**src/hw/rtl/i2r_pkg.sv**
```systemverilog
// Shared types, numeral rule tables and a helper function for the Roman numeral converter.
package i2r_pkg;

    localparam int NUM_RULES = 13;
    localparam int RULE_IDX_W = $clog2(NUM_RULES);
    localparam int VALUE_W = 12;
    localparam int WEIGHT_W = 10;
    localparam int CHAR_W = 8;

    localparam logic [VALUE_W-1:0] MAX_VALUE = 12'd3999;
    localparam logic [CHAR_W-1:0] CHAR_NUL = 8'h00;

    typedef logic [RULE_IDX_W-1:0] rule_idx_t;

    localparam logic [WEIGHT_W-1:0] RULE_WEIGHT [NUM_RULES] = '{
        10'd1000, 10'd900, 10'd500, 10'd400, 10'd100, 10'd90, 10'd50,
        10'd40, 10'd10, 10'd9, 10'd5, 10'd4, 10'd1
    };

    localparam logic [CHAR_W-1:0] RULE_FIRST [NUM_RULES] = '{
        "M", "C", "D", "C", "C", "X", "L", "X", "X", "I", "V", "I", "I"
    };

    localparam logic [CHAR_W-1:0] RULE_SECOND [NUM_RULES] = '{
        CHAR_NUL, "M", CHAR_NUL, "D", CHAR_NUL, "C", CHAR_NUL, "L", CHAR_NUL,
        "X", CHAR_NUL, "V", CHAR_NUL
    };

    typedef enum logic
    {
        ST_IDLE,
        ST_RUN
    } state_t;

    typedef struct packed
    {
        logic load;
        logic step;
        logic term;
    } i2r_cmd_t;

    typedef struct packed
    {
        logic done;
        logic out_free;
    } i2r_status_t;

    // Pick the largest rule weight that does not exceed the remainder.
    function automatic rule_idx_t pick_rule(input logic [VALUE_W-1:0] rem);
        rule_idx_t idx;
        idx = rule_idx_t'(NUM_RULES - 1);
        for (int i = NUM_RULES - 1; i >= 0; i--)
        begin
            if (rem >= {{(VALUE_W-WEIGHT_W){1'b0}}, RULE_WEIGHT[i]})
            begin
                idx = rule_idx_t'(i);
            end
        end
        return idx;
    endfunction

endpackage

```
**src/hw/rtl/i2r_ctrl.sv**
```systemverilog
// Controller state machine sequencing load, character steps and terminator.
module i2r_ctrl
    import i2r_pkg::*;
(
    input  logic        clk,
    input  logic        rst_n,
    input  logic        in_valid,
    output logic        in_ready,
    input  i2r_status_t status,
    output i2r_cmd_t    cmd
);

    state_t state_reg;
    state_t state_next;

    always_ff @(posedge clk or negedge rst_n)
    begin
        if (!rst_n)
        begin
            state_reg <= ST_IDLE;
        end
        else
        begin
            state_reg <= state_next;
        end
    end

    always_comb
    begin
        state_next = state_reg;
        in_ready   = 1'b0;
        cmd        = '0;
        case (state_reg)
            ST_IDLE:
            begin
                in_ready = 1'b1;
                if (in_valid)
                begin
                    cmd.load   = 1'b1;
                    state_next = ST_RUN;
                end
            end
            ST_RUN:
            begin
                if (status.out_free)
                begin
                    if (status.done)
                    begin
                        cmd.term   = 1'b1;
                        state_next = ST_IDLE;
                    end
                    else
                    begin
                        cmd.step = 1'b1;
                    end
                end
            end
            default:
            begin
                state_next = ST_IDLE;
            end
        endcase
    end

endmodule

```
**src/hw/rtl/i2r_datapath.sv**
```systemverilog
// Datapath: remainder register, rule selection, pending second character and output register.
module i2r_datapath
    import i2r_pkg::*;
(
    input  logic               clk,
    input  logic               rst_n,
    input  i2r_cmd_t           cmd,
    output i2r_status_t        status,
    input  logic [VALUE_W-1:0] value,
    output logic               out_valid,
    input  logic               out_ready,
    output logic [CHAR_W-1:0]  out_char,
    output logic               out_last
);

    logic [VALUE_W-1:0] remaining_reg;
    logic [VALUE_W-1:0] remaining_next;
    logic [CHAR_W-1:0]  pend_char_reg;
    logic [CHAR_W-1:0]  pend_char_next;
    logic               pend_valid_reg;
    logic               pend_valid_next;
    logic [CHAR_W-1:0]  out_char_reg;
    logic [CHAR_W-1:0]  out_char_next;
    logic               out_last_reg;
    logic               out_last_next;
    logic               out_valid_reg;
    logic               out_valid_next;
    rule_idx_t          rule_idx;
    logic [VALUE_W-1:0] clamped;

    assign rule_idx = pick_rule(remaining_reg);
    assign clamped  = (value > MAX_VALUE) ? MAX_VALUE : value;

    always_comb
    begin
        remaining_next  = remaining_reg;
        pend_char_next  = pend_char_reg;
        pend_valid_next = pend_valid_reg;
        out_char_next   = out_char_reg;
        out_last_next   = out_last_reg;
        out_valid_next  = out_valid_reg && !out_ready;
        if (cmd.load)
        begin
            remaining_next  = clamped;
            pend_valid_next = 1'b0;
        end
        if (cmd.step)
        begin
            out_valid_next = 1'b1;
            out_last_next  = 1'b0;
            if (pend_valid_reg)
            begin
                out_char_next   = pend_char_reg;
                pend_valid_next = 1'b0;
            end
            else
            begin
                out_char_next   = RULE_FIRST[rule_idx];
                pend_char_next  = RULE_SECOND[rule_idx];
                pend_valid_next = (RULE_SECOND[rule_idx] != CHAR_NUL);
                remaining_next  = remaining_reg
                                - {{(VALUE_W-WEIGHT_W){1'b0}}, RULE_WEIGHT[rule_idx]};
            end
        end
        if (cmd.term)
        begin
            out_valid_next = 1'b1;
            out_char_next  = CHAR_NUL;
            out_last_next  = 1'b1;
        end
    end

    always_ff @(posedge clk or negedge rst_n)
    begin
        if (!rst_n)
        begin
            pend_valid_reg <= 1'b0;
            out_valid_reg  <= 1'b0;
        end
        else
        begin
            pend_valid_reg <= pend_valid_next;
            out_valid_reg  <= out_valid_next;
        end
    end

    always_ff @(posedge clk)
    begin
        remaining_reg <= remaining_next;
        pend_char_reg <= pend_char_next;
        out_char_reg  <= out_char_next;
        out_last_reg  <= out_last_next;
    end

    assign status.done     = (remaining_reg == '0) && !pend_valid_reg;
    assign status.out_free = !out_valid_reg || out_ready;
    assign out_valid       = out_valid_reg;
    assign out_char        = out_char_reg;
    assign out_last        = out_last_reg;

endmodule

```
**src/hw/rtl/integer_to_roman_numeral.sv**
```systemverilog
// An accepted input beat is registered as the remainder; the first step, if any,
// then moves the first character into the output register. Output runs one character per cycle
//   from the single output register unless m_tready stalls it, ending with a NUL terminator.
// The next input beat is taken while the terminator still waits at the output.
// Reset (rst_n low, asynchronous): controller idle, output and pending char empty.
// Top level of the integer to Roman numeral converter.
module integer_to_roman_numeral
    import i2r_pkg::*;
(
    input  logic        clk,
    input  logic        rst_n,
    input  logic        s_tvalid,
    output logic        s_tready,
    input  logic [15:0] s_tdata,   // [11:0] value, [15:12] zero
    output logic        m_tvalid,
    input  logic        m_tready,
    output logic [7:0]  m_tdata,   // [7:0] char_code
    output logic        m_tlast
);

    i2r_cmd_t    cmd;
    i2r_status_t status;

    i2r_ctrl u_ctrl
    (
        .clk      (clk),
        .rst_n    (rst_n),
        .in_valid (s_tvalid),
        .in_ready (s_tready),
        .status   (status),
        .cmd      (cmd)
    );

    i2r_datapath u_datapath
    (
        .clk       (clk),
        .rst_n     (rst_n),
        .cmd       (cmd),
        .status    (status),
        .value     (s_tdata[VALUE_W-1:0]),
        .out_valid (m_tvalid),
        .out_ready (m_tready),
        .out_char  (m_tdata),
        .out_last  (m_tlast)
    );

    a_term_is_nul: assert property (@(posedge clk) disable iff (!rst_n)
        m_tvalid && m_tlast |-> m_tdata == CHAR_NUL)
        else $error("terminator beat carries a nonzero character");

    a_char_not_nul: assert property (@(posedge clk) disable iff (!rst_n)
        m_tvalid && !m_tlast |-> m_tdata != CHAR_NUL)
        else $error("numeral beat carries a NUL character");

    a_busy_after_accept: assert property (@(posedge clk) disable iff (!rst_n)
        s_tvalid && s_tready |=> !s_tready)
        else $error("input accepted again before the run finished");

    a_cmd_exclusive: assert property (@(posedge clk) disable iff (!rst_n)
        $countones({cmd.load, cmd.step, cmd.term}) <= 1)
        else $error("controller issued more than one command");

endmodule
```
**config.mk**
```make
export PLATFORM = sky130hd
export DESIGN_NAME = integer_to_roman_numeral
export DESIGN_NICKNAME = d
export VERILOG_FILES = /design/src/hw/rtl/i2r_pkg.sv /design/src/hw/rtl/i2r_ctrl.sv /design/src/hw/rtl/i2r_datapath.sv /design/src/hw/rtl/integer_to_roman_numeral.sv
export SDC_FILE = /design/constraint.sdc
export NUM_CORES = 1
export LEC_CHECK = 0
export ABC_CLOCK_PERIOD_IN_PS = 4150
export BUFFER_PORTS_ARGS = -buffer_cell sky130_fd_sc_hd__buf_4
export CAP_MARGIN = 25
export CORE_MARGIN = 1
export CORE_UTILIZATION = 45
export CTS_BUF_LIST = sky130_fd_sc_hd__clkbuf_8
export CTS_CLUSTER_DIAMETER = 200
export CTS_CLUSTER_SIZE = 14
export DETAILED_ROUTE_END_ITERATION = 6
export PLACE_DENSITY = 0.67
export SLEW_MARGIN = 0
export SYNTH_ARGS = -nofsm -noshare
export SYNTH_HDL_FRONTEND = slang
export SYNTH_SLANG_ARGS = --single-unit
export TNS_END_PERCENT = 20
```
**constraint.sdc**
```tcl
create_clock -name clk -period 4.15 [get_ports clk]
set_clock_uncertainty 0.15 [all_clocks]
set_input_delay 0.6225 -clock clk [delete_from_list [all_inputs] [get_ports clk]]
set_output_delay 0.6225 -clock clk [all_outputs]
set_load 0.03 [all_outputs]
```
# Word level (Yosys, flattened, before mapping)
# Memory sizes are Yosys's and may differ from the RTL's.
# Cells that the tools add are included.
[word_totals] reg_bits=32 latch_bits=0 ramBits=0 mem_bits_ro=416 out_inout_bits=11 word_cells=75 memories=3
[mem_list] memory="(no name shown)" depth=16 word_bits=10 rd=1 rd_clocked_by_memory_dff=0 write_ports=0 line="i2r_datapath.sv:62" text="- {{(VALUE_W-WEIGHT_W){1'b0}}, RULE_WEIGHT[rule_idx]};"
[mem_list] memory="(no name shown)" depth=16 word_bits=8 rd=1 rd_clocked_by_memory_dff=0 write_ports=0 line="i2r_datapath.sv:58" text="out_char_next = RULE_FIRST[rule_idx];"
[mem_list] memory="(no name shown)" depth=16 word_bits=8 rd=1 rd_clocked_by_memory_dff=0 write_ports=0 line="i2r_datapath.sv:59" text="pend_char_next = RULE_SECOND[rule_idx];"
[classes] addsub=1 multipliers=0 div_mod_pow=0 n_lt_le_gt_ge=14 eq_ne=0 shift=0 mux=37 n_bitwise=3 reduce_logical=10
[ops] op="12-bit 2-to-1 mux" n=4
[ops] op="4-bit 2-to-1 mux" n=11
[ops] op="8-bit 2-to-1 mux" n=5
[ops] op="12-bit by 10-bit >= comparator with 1-bit output, second input constant" n=2
[ops] op="12-bit by 3-bit >= comparator with 1-bit output, second input constant" n=2
[ops] op="12-bit by 4-bit >= comparator with 1-bit output, second input constant" n=2
[ops] op="12-bit by 6-bit >= comparator with 1-bit output, second input constant" n=2
[ops] op="12-bit by 7-bit >= comparator with 1-bit output, second input constant" n=2
[ops] op="12-bit by 9-bit >= comparator with 1-bit output, second input constant" n=2
[ops] op="10-bit 2-to-1 mux" n=2
[ops] op="12-bit > comparator, second input constant" n=1
[ops] op="12-bit zero test" n=1
[ops] op="12-bit by 10-bit subtractor with 12-bit output" n=1
[ops] op="1-bit 2-to-1 mux" n=11
[ops] op="8-bit nonzero test" n=1
[ops] op="5-bit >= comparator, second input constant" n=1
[ops] op="4-bit NOT with 5-bit output" n=1
[ops] op="2-bit 2-to-1 mux" n=2
[ops] op="1-bit zero test" n=3
[ops] op="3-bit 2-to-1 mux" n=1
[ops] op="1-bit logical AND" n=2
[ops] op="1-bit NOT" n=2
[ops] op="1-bit case mux with 2 select lines" n=1
[ops] op="2-bit AND reduction" n=1
[ops] op="other kinds (2)" n=2

# Longest topological paths before layout
# Gate-level depths: netlist (run 1).
[depth] depth_word=20 mapped_depth=16 mapped_depth_nobuf=15

# By module
# From an unflattened synthesis (run 1), not the netlist that was laid out.
[unflattened] hier_cells=287 area_unflattened_um2=2389.8
[modules_own_cells] module="i2r_datapath" instances=1 cells_each=279 area_per_inst_um2=2323.5 seq_area_each_um2=610.6
[modules_own_cells] module="i2r_ctrl" instances=1 cells_each=8 area_per_inst_um2=66.3 seq_area_each_um2=25.0

# Least setup slack after synthesis (run 1)
# No wires, ideal clock.
[synth_path] kind="reg2reg" startpoint="register u_datapath.remaining_reg[6]" endpoint="register u_datapath.remaining_reg[9]" setup_time_ns=0.116 t_arrival_ns=3.654 t_required_ns=3.884 setup_slack_ns=0.230 stages_incl_launch_ff=17 period_less_slack_ns=3.920 cell_sequence="dfxtp_1 -> buf_2 -> nor4_2 -> o211ai_1 -> a221oi_1 -> o21ai_2 -> ha_1 -> nand2_1 -> a21oi_1 -> inv_1 -> ha_1 -> nor2b_1 -> o21a_1 -> o21a_1 -> o31a_1 -> or3_1 -> a31o_2"
[synth_via] elab_chain_len=20
[synth_lines] item="start: declaration" line="i2r_datapath.sv:16" text="logic [VALUE_W-1:0] remaining_reg;"
[synth_lines] item="start signal: assignment" line="i2r_datapath.sv:89" text="remaining_reg <= remaining_next;"
[synth_lines] item="12-bit by 3-bit >= comparator with 1-bit output" line="i2r_pkg.sv:54" text="if (rem >= {{(VALUE_W-WEIGHT_W){1'b0}}, RULE_WEIGHT[i]})"
[synth_lines] item="3-bit 2-to-1 mux" line="i2r_pkg.sv:54"
[synth_lines] item="4-bit 2-to-1 mux (11 in series)" line="i2r_pkg.sv:54"
[synth_lines] item="4-bit NOT with 5-bit output (implied by the code)" line="i2r_datapath.sv:62"
[synth_lines] item="memory 16 x 10 bit"
[synth_lines] item="10-bit 2-to-1 mux (implied by the code) (2 in series)" line="i2r_datapath.sv:62"
[synth_lines] item="12-bit by 10-bit subtractor with 12-bit output" line="i2r_datapath.sv:62"
[synth_lines] item="12-bit 2-to-1 mux" line="i2r_datapath.sv:51" text="if (pend_valid_reg)"
[synth_lines] item="12-bit 2-to-1 mux (*)" line="i2r_datapath.sv:47" text="if (cmd.step)"
[synth_lines] item="named net u_datapath.remaining_next[9]" line="i2r_datapath.sv:17" text="logic [VALUE_W-1:0] remaining_next;"
# The timed path passes the listed nets; every way through them passes the cells marked *. The select of a mux whose other input is x is not followed.
# A chain may end at the register's enable or synchronous reset.

# Final worst setup path (run 1)
[layout_path] startpoint="register u_datapath.remaining_reg[11]" endpoint="register u_datapath.remaining_reg[6]"
# The elaborated chain is that of the path after synthesis.

==> flow_metrics.env, run 1 <==
export IMPL_status="completed"
export IMPL_dieArea_um2=5430
export IMPL_muxShareOfSynthArea_pct=0.919
export IMPL_drc=0
export IMPL_min_path_cells=2
export IMPL_cts_max_path_buffers=2
export IMPL_largest_reg_flops=12
export IMPL_yosysSeqAreaShare_pct=27.5
export IMPL_clk_pin_slew_ns=0.12
export IMPL_routabilityCongestion=0.945
export IMPL_ff2ff_path_depth=17
export IMPL_crit_path_end_kind="flip-flop"
export IMPL_synth_fa_ha_area_share_pct=9.52
export IMPL_synth_ff_type="dfxtp_1"
export IMPL_min_period_ns=3.97
export IMPL_cp_num_buf_inv=2
export IMPL_final_antenna_net_count=0
export IMPL_cp_depth=17
export IMPL_final_cells=401
export IMPL_finalCritPeriodShare_pct=95.5
export IMPL_hold_path_class="reg2reg"
export IMPL_drt_iter0_drc=79
export IMPL_design_area_um2=2900
export IMPL_fp_dieW_um=73.7
export IMPL_drt_pass1_iter_count=4
export IMPL_wirelength_mm=5.99
export IMPL_via_count=2316
export IMPL_crit_chain="buf_4, nor3_4, nand3_1, nor3_2, o311ai_4, ha_1, nand2_1, nand2_1, a21oi_1, ha_1, nor2b_1, o21ai_0, a21boi_1, buf_4, or2_2, a2111o_1, o211a_1"
export IMPL_cp_slowest_cell="a2111o_1"
export IMPL_synth_seq_cells=28
export IMPL_hold_ws_ns=0.313
export IMPL_core_area_um2=4850
export IMPL_start_util_pct=47.7
export IMPL_area_growth_pct=25.2
export IMPL_grt_ovfl_total=0
export IMPL_viasPerCell=5.78
export IMPL_cp_max_fo=7
export IMPL_synth_top_family_by_area="compound AO/OA/AOI/OAI gates"
export IMPL_synthTopCellsByCount="nand2_1 (32), nor2_1 (29), dfxtp_1 (19), o21ai_0 (19), a21oi_1 (17)"
export IMPL_netlist_area_um2=2310
export IMPL_first_global_vias=2101
export IMPL_cts_sinks=28
export IMPL_slowest_delay_ns=0.40
export IMPL_ys_types=70
export IMPL_synth_most_common_cell="nand2_1"
export IMPL_leakage_nw=1.26
export IMPL_cts_buffers_inserted=3
export IMPL_utilization_pct=59.7
export IMPL_syn_area_per_cell_um2=8.17
export IMPL_grt_pass1_wl_mm=9.63
export IMPL_nets=372
export IMPL_worstPathArrival_ns=4.02
export IMPL_tns_ns=0
export IMPL_crit_type="reg2reg"
export IMPL_antenna_found_initial=0
export IMPL_postSynth_asyncResetShare_pct=10.7
export IMPL_fmax_mhz=252
export IMPL_placed_cells=396
export IMPL_synth_top_area_cell="dfxtp_1"
export IMPL_netlist_area_leader_share_pct=16.4
export IMPL_cts_tree="built"
export IMPL_rsz0062_at_grt="no"
export IMPL_hpwl_mm=4.69
export IMPL_hold_viol_final=0
export IMPL_relSlewSlack_pct=42.1
export IMPL_io_buffers=24
export IMPL_crit_family="compound AO/OA/AOI/OAI gates"
export IMPL_nFillCells=450
export IMPL_root_buffer="clkbuf_8"
export IMPL_io_pins=31
export IMPL_place_area_um2=2760
export IMPL_tightest_slew_ns=0.859
export IMPL_layout_drive_gt1_share_pct=28.7
export IMPL_diodes=0
export IMPL_grt_max_degree=23
export IMPL_htreeDepth=1
export IMPL_synth_compound_area_share_pct=29.9
export IMPL_syn_inst=283
export IMPL_synthTopCellsByArea="dfxtp_1 (16%), ha_1 (8.7%), edfxtp_1 (7.8%)"
export IMPL_synth_xor_area_share_pct=0.757
export IMPL_grt_usage_pct=23.3
export IMPL_powerDensity_nw_per_um2=814
export IMPL_die_h_um=73.7
export IMPL_peakVddDrop_mv=0.487
export IMPL_setup_viol=0
export IMPL_maxCapViolCount=0
export IMPL_post_drt_wl_per_cell_um=14.9
export IMPL_setup_worst_path_start_class="flip-flop"
export IMPL_postCtsSetupBuffers=0
export IMPL_synth_warnings=0
export IMPL_clk_latency_ns=0.29
export IMPL_slew_viol_final=0
export IMPL_rows=25
export IMPL_yosys_area_share_simple_pct=25.6
export IMPL_synth_edf_count=6
export IMPL_crit_required_ns=4.20
## layer usage
metal,global-route usage [%],wire (um)
met5,0,0
met4,7.26,90
met2,42.4,2980
met3,3.16,241
met1,28.3,2670
## where the power goes
part | internal [W] | switching (W)
Combinational | 0.000764 | 0.000815
Clock | 0.000129 | 0.0000999
Sequential | 0.000395 | 0.000154
## tightest hold or removal path: cells and delay by family (launching register included)
family | cells | cell delay (ns)
and+or+nand+nor | 1 | 0.05
DFF | 1 | 0.32
AOI/OAI and AO/OA | 1 | 0.05
## cell usage in the layout, fill, tap and decap left out, types with 6 or more instances in the layout
cell / count
nand2_1: 32
ha_1: 16
nor2_1: 29
dfxtp_1: 15
o221ai_1: 6
edfxtp_1: 6
nand3_1: 7
inv_1: 12
o31ai_1: 6
a21oi_1: 16
nor2b_1: 6
buf_4: 59
o21ai_0: 19
## logic make-up after synthesis
group | count (synthesis)
flip-flops | 28
multiplexers | 2
AND/OR/NAND/NOR | 111
other | 1
AO/OA/AOI/OAI | 95
adder cells (fa/ha/maj) | 17
buffers and inverters | 27
XOR/XNOR | 2
## cell type report
| type | instances | area (um^2) | share of cell area, % |
|---|---|---|---|
| Multi-Input combinational cell | 229 | 1600 | 55.2 |
| Sequential cell | 28 | 641 | 22.1 |
| Timing Repair Buffer | 60 | 453 | 15.6 |
| Tap cell | 67 | 83.8 | 2.89 |
| Inverter | 13 | 48.8 | 1.68 |
| Clock buffer | 3 | 41.3 | 1.43 |
| Clock inverter | 1 | 30.0 | 1.04 |
## through the flow
step	power [W]	setup slack (ns)
after global routing	0.00255	0.0250
final	0.00236	0.185
after global placement	0.00204	0.0861
after CTS	0.00231	0.000343
after detailed placement	0.00207	0.0261
after floorplan	0.00157	0.230
## what timing repair did
item,CTS,global route
gates resized for setup,0,13
setup endpoints to repair,0,6
hold buffers,1,0
hold endpoints to repair,3,0
## final timing paths
kind	slack, ns	endpoint	startpoint
setup reg to reg	0.18	u_datapath.remaining_reg[6]	u_datapath.remaining_reg[11]
max in group asynchronous	3.26	u_datapath.pend_valid_reg	rst_n
setup / recovery	0.18	u_datapath.remaining_reg[6]	u_datapath.remaining_reg[11]
hold reg to reg	0.31	u_datapath.out_char[4]	u_datapath.out_char[4]
min in group asynchronous	0.50	u_datapath.out_valid	rst_n
hold / removal	0.31	u_datapath.out_char[4]	u_datapath.out_char[4]
(Power assumes the default switching activity.)
==> inputs of run 2 (changes only) <==
- SETUP_SLACK_MARGIN: default -> 0.5
==> run 2 against run 1 <==
Worst hold slack barely moved. Via count rose by 3.2%. Final cell count rose by 1.5%. Die area did not move. Count of clock-buffer cells in the layout rose by 1. Critical endpoint is now u_datapath.remaining_reg[9]. Largest power group unchanged.
==> flow_metrics.env, run 2 (synthesized netlist as in run 1, its figures left out) <==
export IMPL_cts_max_path_buffers=2
export IMPL_layout_drive_gt1_share_pct=37.6
export IMPL_final_antenna_net_count=0
export IMPL_slew_viol_final=0
export IMPL_hpwl_mm=4.57
export IMPL_nFillCells=411
export IMPL_tightest_slew_ns=0.866
export IMPL_area_growth_pct=35.5
export IMPL_drc=0
export IMPL_root_buffer="clkbuf_8"
export IMPL_nets=378
export IMPL_final_cells=407
export IMPL_cts_tree="built"
export IMPL_peakVddDrop_mv=0.570
export IMPL_ff2ff_path_depth=15
export IMPL_crit_type="reg2reg"
export IMPL_mostFrequentLayoutCell="buf_4"
export IMPL_wirelength_mm=6.91
export IMPL_first_global_vias=2247
export IMPL_fp_dieW_um=73.7
export IMPL_powerDensity_nw_per_um2=836
export IMPL_rr_endpoint="u_datapath.remaining_reg[9]"
export IMPL_final_cell_mix="buf_4 (63), nand2_1 (31), nor2_1 (29), o21ai_0 (17), a21oi_1 (15)"
export IMPL_min_period_ns=3.83
export IMPL_relSlewSlack_pct=41.7
export IMPL_hold_viol_final=0
export IMPL_status="completed"
export IMPL_setup_viol=0
export IMPL_drt_iter0_drc=122
export IMPL_cp_max_fo=6
export IMPL_grt_ovfl_total=0
export IMPL_die_h_um=73.7
export IMPL_start_util_pct=47.7
export IMPL_net_switching_power_w=0.00123
export IMPL_rsz0062_at_grt="yes"
export IMPL_finalCritPeriodShare_pct=92.2
export IMPL_maxCapViolCount=0
export IMPL_io_buffers=24
export IMPL_grt_usage_pct=25.8
export IMPL_cts_sinks=28
export IMPL_hold_path_class="reg2reg"
export IMPL_setup_worst_path_start_class="flip-flop"
export IMPL_leakage_nw=1.31
export IMPL_clk_latency_ns=0.29
export IMPL_routabilityCongestion=0.900
export IMPL_htreeDepth=1
export IMPL_dieArea_um2=5430
export IMPL_internal_power_w=0.00139
export IMPL_largest_reg_flops=12
export IMPL_crit_chain="or2_4, a31o_4, a221oi_2, o21ai_2, ha_4, nand2_4, a21oi_4, inv_2, ha_4, nor2b_1, o21a_1, o21a_1, o31a_1, or3_4, a31o_2"
export IMPL_viasPerCell=5.87
export IMPL_post_drt_wl_per_cell_um=17.0
export IMPL_clkPwrFrac_pct=7.0
export IMPL_core_area_um2=4850
export IMPL_tns_ns=0
export IMPL_r2r_start="u_datapath.remaining_reg[1]"
export IMPL_drt_pass1_iter_count=4
export IMPL_clk_pin_slew_ns=0.11
export IMPL_hold_end="u_datapath.out_char[4]"
export IMPL_utilization_pct=64.7
export IMPL_cp_slowest_cell="dfxtp_4"
export IMPL_r2r_slack_ns=0.32
export IMPL_p_comb_share_pct=69.3
export IMPL_swShare_pct=47.1
export IMPL_hold_ws_ns=0.313
export IMPL_holdCritStartpoint="u_datapath.out_char[4]"
export IMPL_fmax_mhz=261
export IMPL_grt_max_degree=23
export IMPL_antenna_found_initial=0
export IMPL_worstPathArrival_ns=3.87
export IMPL_grt_pass1_wl_mm=10.6
export IMPL_io_pins=31
export IMPL_crit_required_ns=4.19
export IMPL_via_count=2390
export IMPL_slowest_delay_ns=0.39
export IMPL_min_path_cells=2
export IMPL_rows=25
export IMPL_crit_path_end_kind="flip-flop"
export IMPL_power_frac_seq_pct=23.7
export IMPL_cts_buffers_inserted=3
export IMPL_placed_cells=382
export IMPL_diodes=0
==> run 2: per-layer routing <==
layer / global-route usage, % / part of all wire (%) / vias to the layer above
met2: 46.3 / 52 / 72
met4: 10.3 / 1.9 / 0
li1: - / - / 1167
met1: 30.9 / 42 / 1140
met5: 0 / 0 / -
met3: 3.57 / 4.6 / 11
==> run 2: repair_timing <==
| action | 4_1_cts | 5_1_grt |
|---|---|---|
| pin swaps | 16 | 15 |
| hold buffers | 1 | 0 |
| gates resized for setup | 33 | 17 |
| hold endpoints to repair | 3 | 0 |
| endpoints found under the setup margin | 7 | 7 |
| setup buffers | 16 | 4 |
==> run 2: worst max-delay path by stage <==
stage               depth (start not counted)                           end                        start
floorplan                                  16   u_datapath.remaining_reg[9]  u_datapath.remaining_reg[4]
global placement                           15  u_datapath.remaining_reg[10]  u_datapath.remaining_reg[6]
detailed placement                         16   u_datapath.remaining_reg[9]  u_datapath.remaining_reg[6]
CTS                                        16   u_datapath.remaining_reg[9]  u_datapath.remaining_reg[2]
global route                               15  u_datapath.remaining_reg[10]  u_datapath.remaining_reg[1]
finish                                     15   u_datapath.remaining_reg[9]  u_datapath.remaining_reg[1]
==> run 2: metrics by stage <==
stage	area [um^2]	setup WS [ns]	total power [W]
finish	3140	0.324	0.00262
global route	3140	0.253	0.00280
CTS	3020	0.436	0.00242
detailed placement	2700	0.157	0.00200
global placement	2700	0.118	0.00198
floorplan	2380	0.404	0.00163
==> run 2: power groups by stage <==
stage               combinational, W  sequential (W)  clock (W)
floorplan                    0.00110        0.000532          0
global placement             0.00140        0.000580          0
detailed placement           0.00142        0.000584          0
CTS                          0.00164        0.000597   0.000186
global route                 0.00196        0.000640   0.000197
finish                       0.00182        0.000621   0.000182
==> run 2: critical path, delay by kind of cell (launching register included) <==
| family | cells | cell delay [ns] |
|---|---|---|
| AOI/OAI and AO/OA | 8 | 1.79 |
| adders and majority gates | 2 | 0.51 |
| buffers and inverters | 1 | 0.06 |
| DFF | 1 | 0.39 |
| and+or+nand+nor | 4 | 0.81 |
==> run 2: layout make-up <==
class / instances / area [um^2] / share of cell area, %
repair buffers: 66 / 505 / 16.1
multi-input cells: 229 / 1780 / 56.7
inverters: 13 / 48.8 / 1.56
flip-flops and latches: 28 / 666 / 21.2
clock buffers: 4 / 55.1 / 1.76
well taps: 67 / 83.8 / 2.67
==> inputs of run 3 (changes only) <==
- PLACE_DENSITY: 0.67 -> 0.77
- SLEW_MARGIN: 0 -> default
==> run 3 against run 2 <==
Setup slack better by 0.0098 ns. Die area unchanged. Count of clock-buffer cells in the layout is 1 lower. Register-to-register slack about the same. Critical endpoint unchanged. Power fell by 7.8%. Non-clock buffer count is 17 lower. Combinational power down 13%. Maximum frequency is 0.26% higher. Critical path depth increased by 1. Routed wire length shrank 7.3%. Highest routed layer unchanged.
==> flow_metrics.env, run 3 (synthesized netlist as in run 1, its figures left out) <==
export IMPL_status="completed"
export IMPL_setup_worst_path_start_class="flip-flop"
export IMPL_wl_met2_mm=3.23
export IMPL_layout_drive_gt1_share_pct=31.6
export IMPL_cp_num_buf_inv=2
export IMPL_drt_pass1_iter_count=5
export IMPL_setup_viol=0
export IMPL_multi_input_area_um2=1690
export IMPL_maxUsedRoutingLayer="met4"
export IMPL_first_global_vias=2216
export IMPL_relSlewSlack_pct=46.7
export IMPL_io_buffers=24
export IMPL_post_drt_wl_per_cell_um=16.4
export IMPL_drt_iter0_drc=148
export IMPL_leakage_nw=1.22
export IMPL_crit_family="compound AO/OA/AOI/OAI gates"
export IMPL_mostFrequentLayoutCell="buf_4"
export IMPL_rows=25
export IMPL_power_w=0.00242
export IMPL_hold_viol_final=0
export IMPL_crit_chain="buf_4, nor4b_4, o211ai_1, a221oi_2, o21ai_2, ha_4, nand2_2, a21oi_2, inv_1, ha_1, nor2b_1, o21a_1, o21a_1, o31a_1, or3_1, a31o_2"
export IMPL_cts_buffers_inserted=3
export IMPL_finalCritPeriodShare_pct=92.0
export IMPL_min_period_ns=3.82
export IMPL_tns_ns=0
export IMPL_grt_max_degree=23
export IMPL_slew_viol_final=0
export IMPL_dieArea_um2=5430
export IMPL_powerDensity_nw_per_um2=827
export IMPL_crit_required_ns=4.19
export IMPL_io_pins=31
export IMPL_final_cell_mix="buf_4 (46), nand2_1 (31), nor2_1 (28), o21ai_0 (18), a21oi_1 (16)"
export IMPL_hold_path_class="reg2reg"
export IMPL_htreeDepth=1
export IMPL_area_growth_pct=26.3
export IMPL_hpwl_mm=4.63
export IMPL_rsz0062_at_grt="yes"
export IMPL_nFillCells=431
export IMPL_fp_dieW_um=73.7
export IMPL_cpMostUsedCell="o21a_1"
export IMPL_drc=0
export IMPL_wl_met1_mm=2.79
export IMPL_largest_reg_flops=12
export IMPL_clk_pin_slew_ns=0.11
export IMPL_die_h_um=73.7
export IMPL_worstPathArrival_ns=3.85
export IMPL_via_count=2353
export IMPL_grt_pass1_wl_mm=10.4
export IMPL_root_buffer="clkbuf_8"
export IMPL_maxCapViolCount=0
export IMPL_routabilityCongestion=0.920
export IMPL_peakVddDrop_mv=0.533
export IMPL_viasPerCell=6.03
export IMPL_core_area_um2=4850
export IMPL_slowest_delay_ns=0.36
export IMPL_cp_slowest_cell="dfxtp_4"
export IMPL_cts_tree="built"
export IMPL_final_antenna_net_count=0
export IMPL_grt_usage_pct=24.9
export IMPL_antenna_found_initial=0
export IMPL_fmax_mhz=262
export IMPL_start_util_pct=47.7
export IMPL_crit_path_end_kind="flip-flop"
export IMPL_clk_latency_ns=0.28
export IMPL_dr_wl_met3_um=235
export IMPL_cts_max_path_buffers=2
export IMPL_nets=361
export IMPL_cp_max_fo=5
export IMPL_crit_type="reg2reg"
export IMPL_seqCellArea_um2=658
export IMPL_cts_sinks=28
export IMPL_diodes=0
export IMPL_grt_ovfl_total=0
export IMPL_wirelength_mm=6.41
export IMPL_tightest_slew_ns=0.791
[run 3: routing by layer]
layer	up-vias	GRT usage [%]
li1	1135	-
met1	1127	29.4
met2	75	44.8
met3	16	3.98
met4	0	9.40
met5	-	0
[run 3: per-stage QoR]
stage | instances | utilization, % | setup WS [ns] | hold slack, ns | cell area (um^2)
6_report | 390 | 60.3 | 0.333 | 0.313 | 2920
3_3_place_gp | 376 | 54.8 | 0.152 | 0.265 | 2660
4_1_cts | 390 | 59.8 | 0.443 | 0.316 | 2900
3_5_place_dp | 376 | 54.8 | 0.162 | 0.263 | 2660
5_1_grt | 390 | 60.3 | 0.208 | 0.340 | 2920
2_1_floorplan | 284 | - | 0.404 | 0.177 | 2380
[run 3: power by group]
group          switching, W  leakage (nW)  internal [W]
combinational      0.000853         0.936      0.000730
clock             0.0000924        0.0357      0.000129
sequential         0.000200         0.253      0.000410
total               0.00115          1.22       0.00127
[run 3: final timing paths]
check	start	endpoint	slack, ns	cells past startpoint
setup / recovery	u_datapath.remaining_reg[2]	u_datapath.remaining_reg[9]	0.33	16
hold / removal	u_datapath.out_last	u_datapath.out_last	0.31	1
setup reg to reg	u_datapath.remaining_reg[2]	u_datapath.remaining_reg[9]	0.33	16
hold reg to reg	u_datapath.out_last	u_datapath.out_last	0.31	1
max in group asynchronous	rst_n	u_datapath.out_valid	3.25	2
min in group asynchronous	rst_n	u_datapath.pend_valid_reg	0.51	2
[run 3: area by class of cell]
| type | instances | share of cell area (%) |
|---|---|---|
| clock buffers | 3 | 1.41 |
| clock inverters | 1 | 1.03 |
| inverters | 13 | 1.67 |
| well taps | 67 | 2.87 |
| multi-input cells | 229 | 57.8 |
| flip-flops and latches | 28 | 22.5 |
| repair buffers | 49 | 12.7 |
[run 3: repair_timing]
item                                    in CTS  in global routing
hold buffers                                 1                  0
pin swaps                                   17                  4
setup buffers                                9                  0
endpoints found under the hold margin        3                  0
resized for setup                           30                  3
endpoints found under the setup margin       7                  7
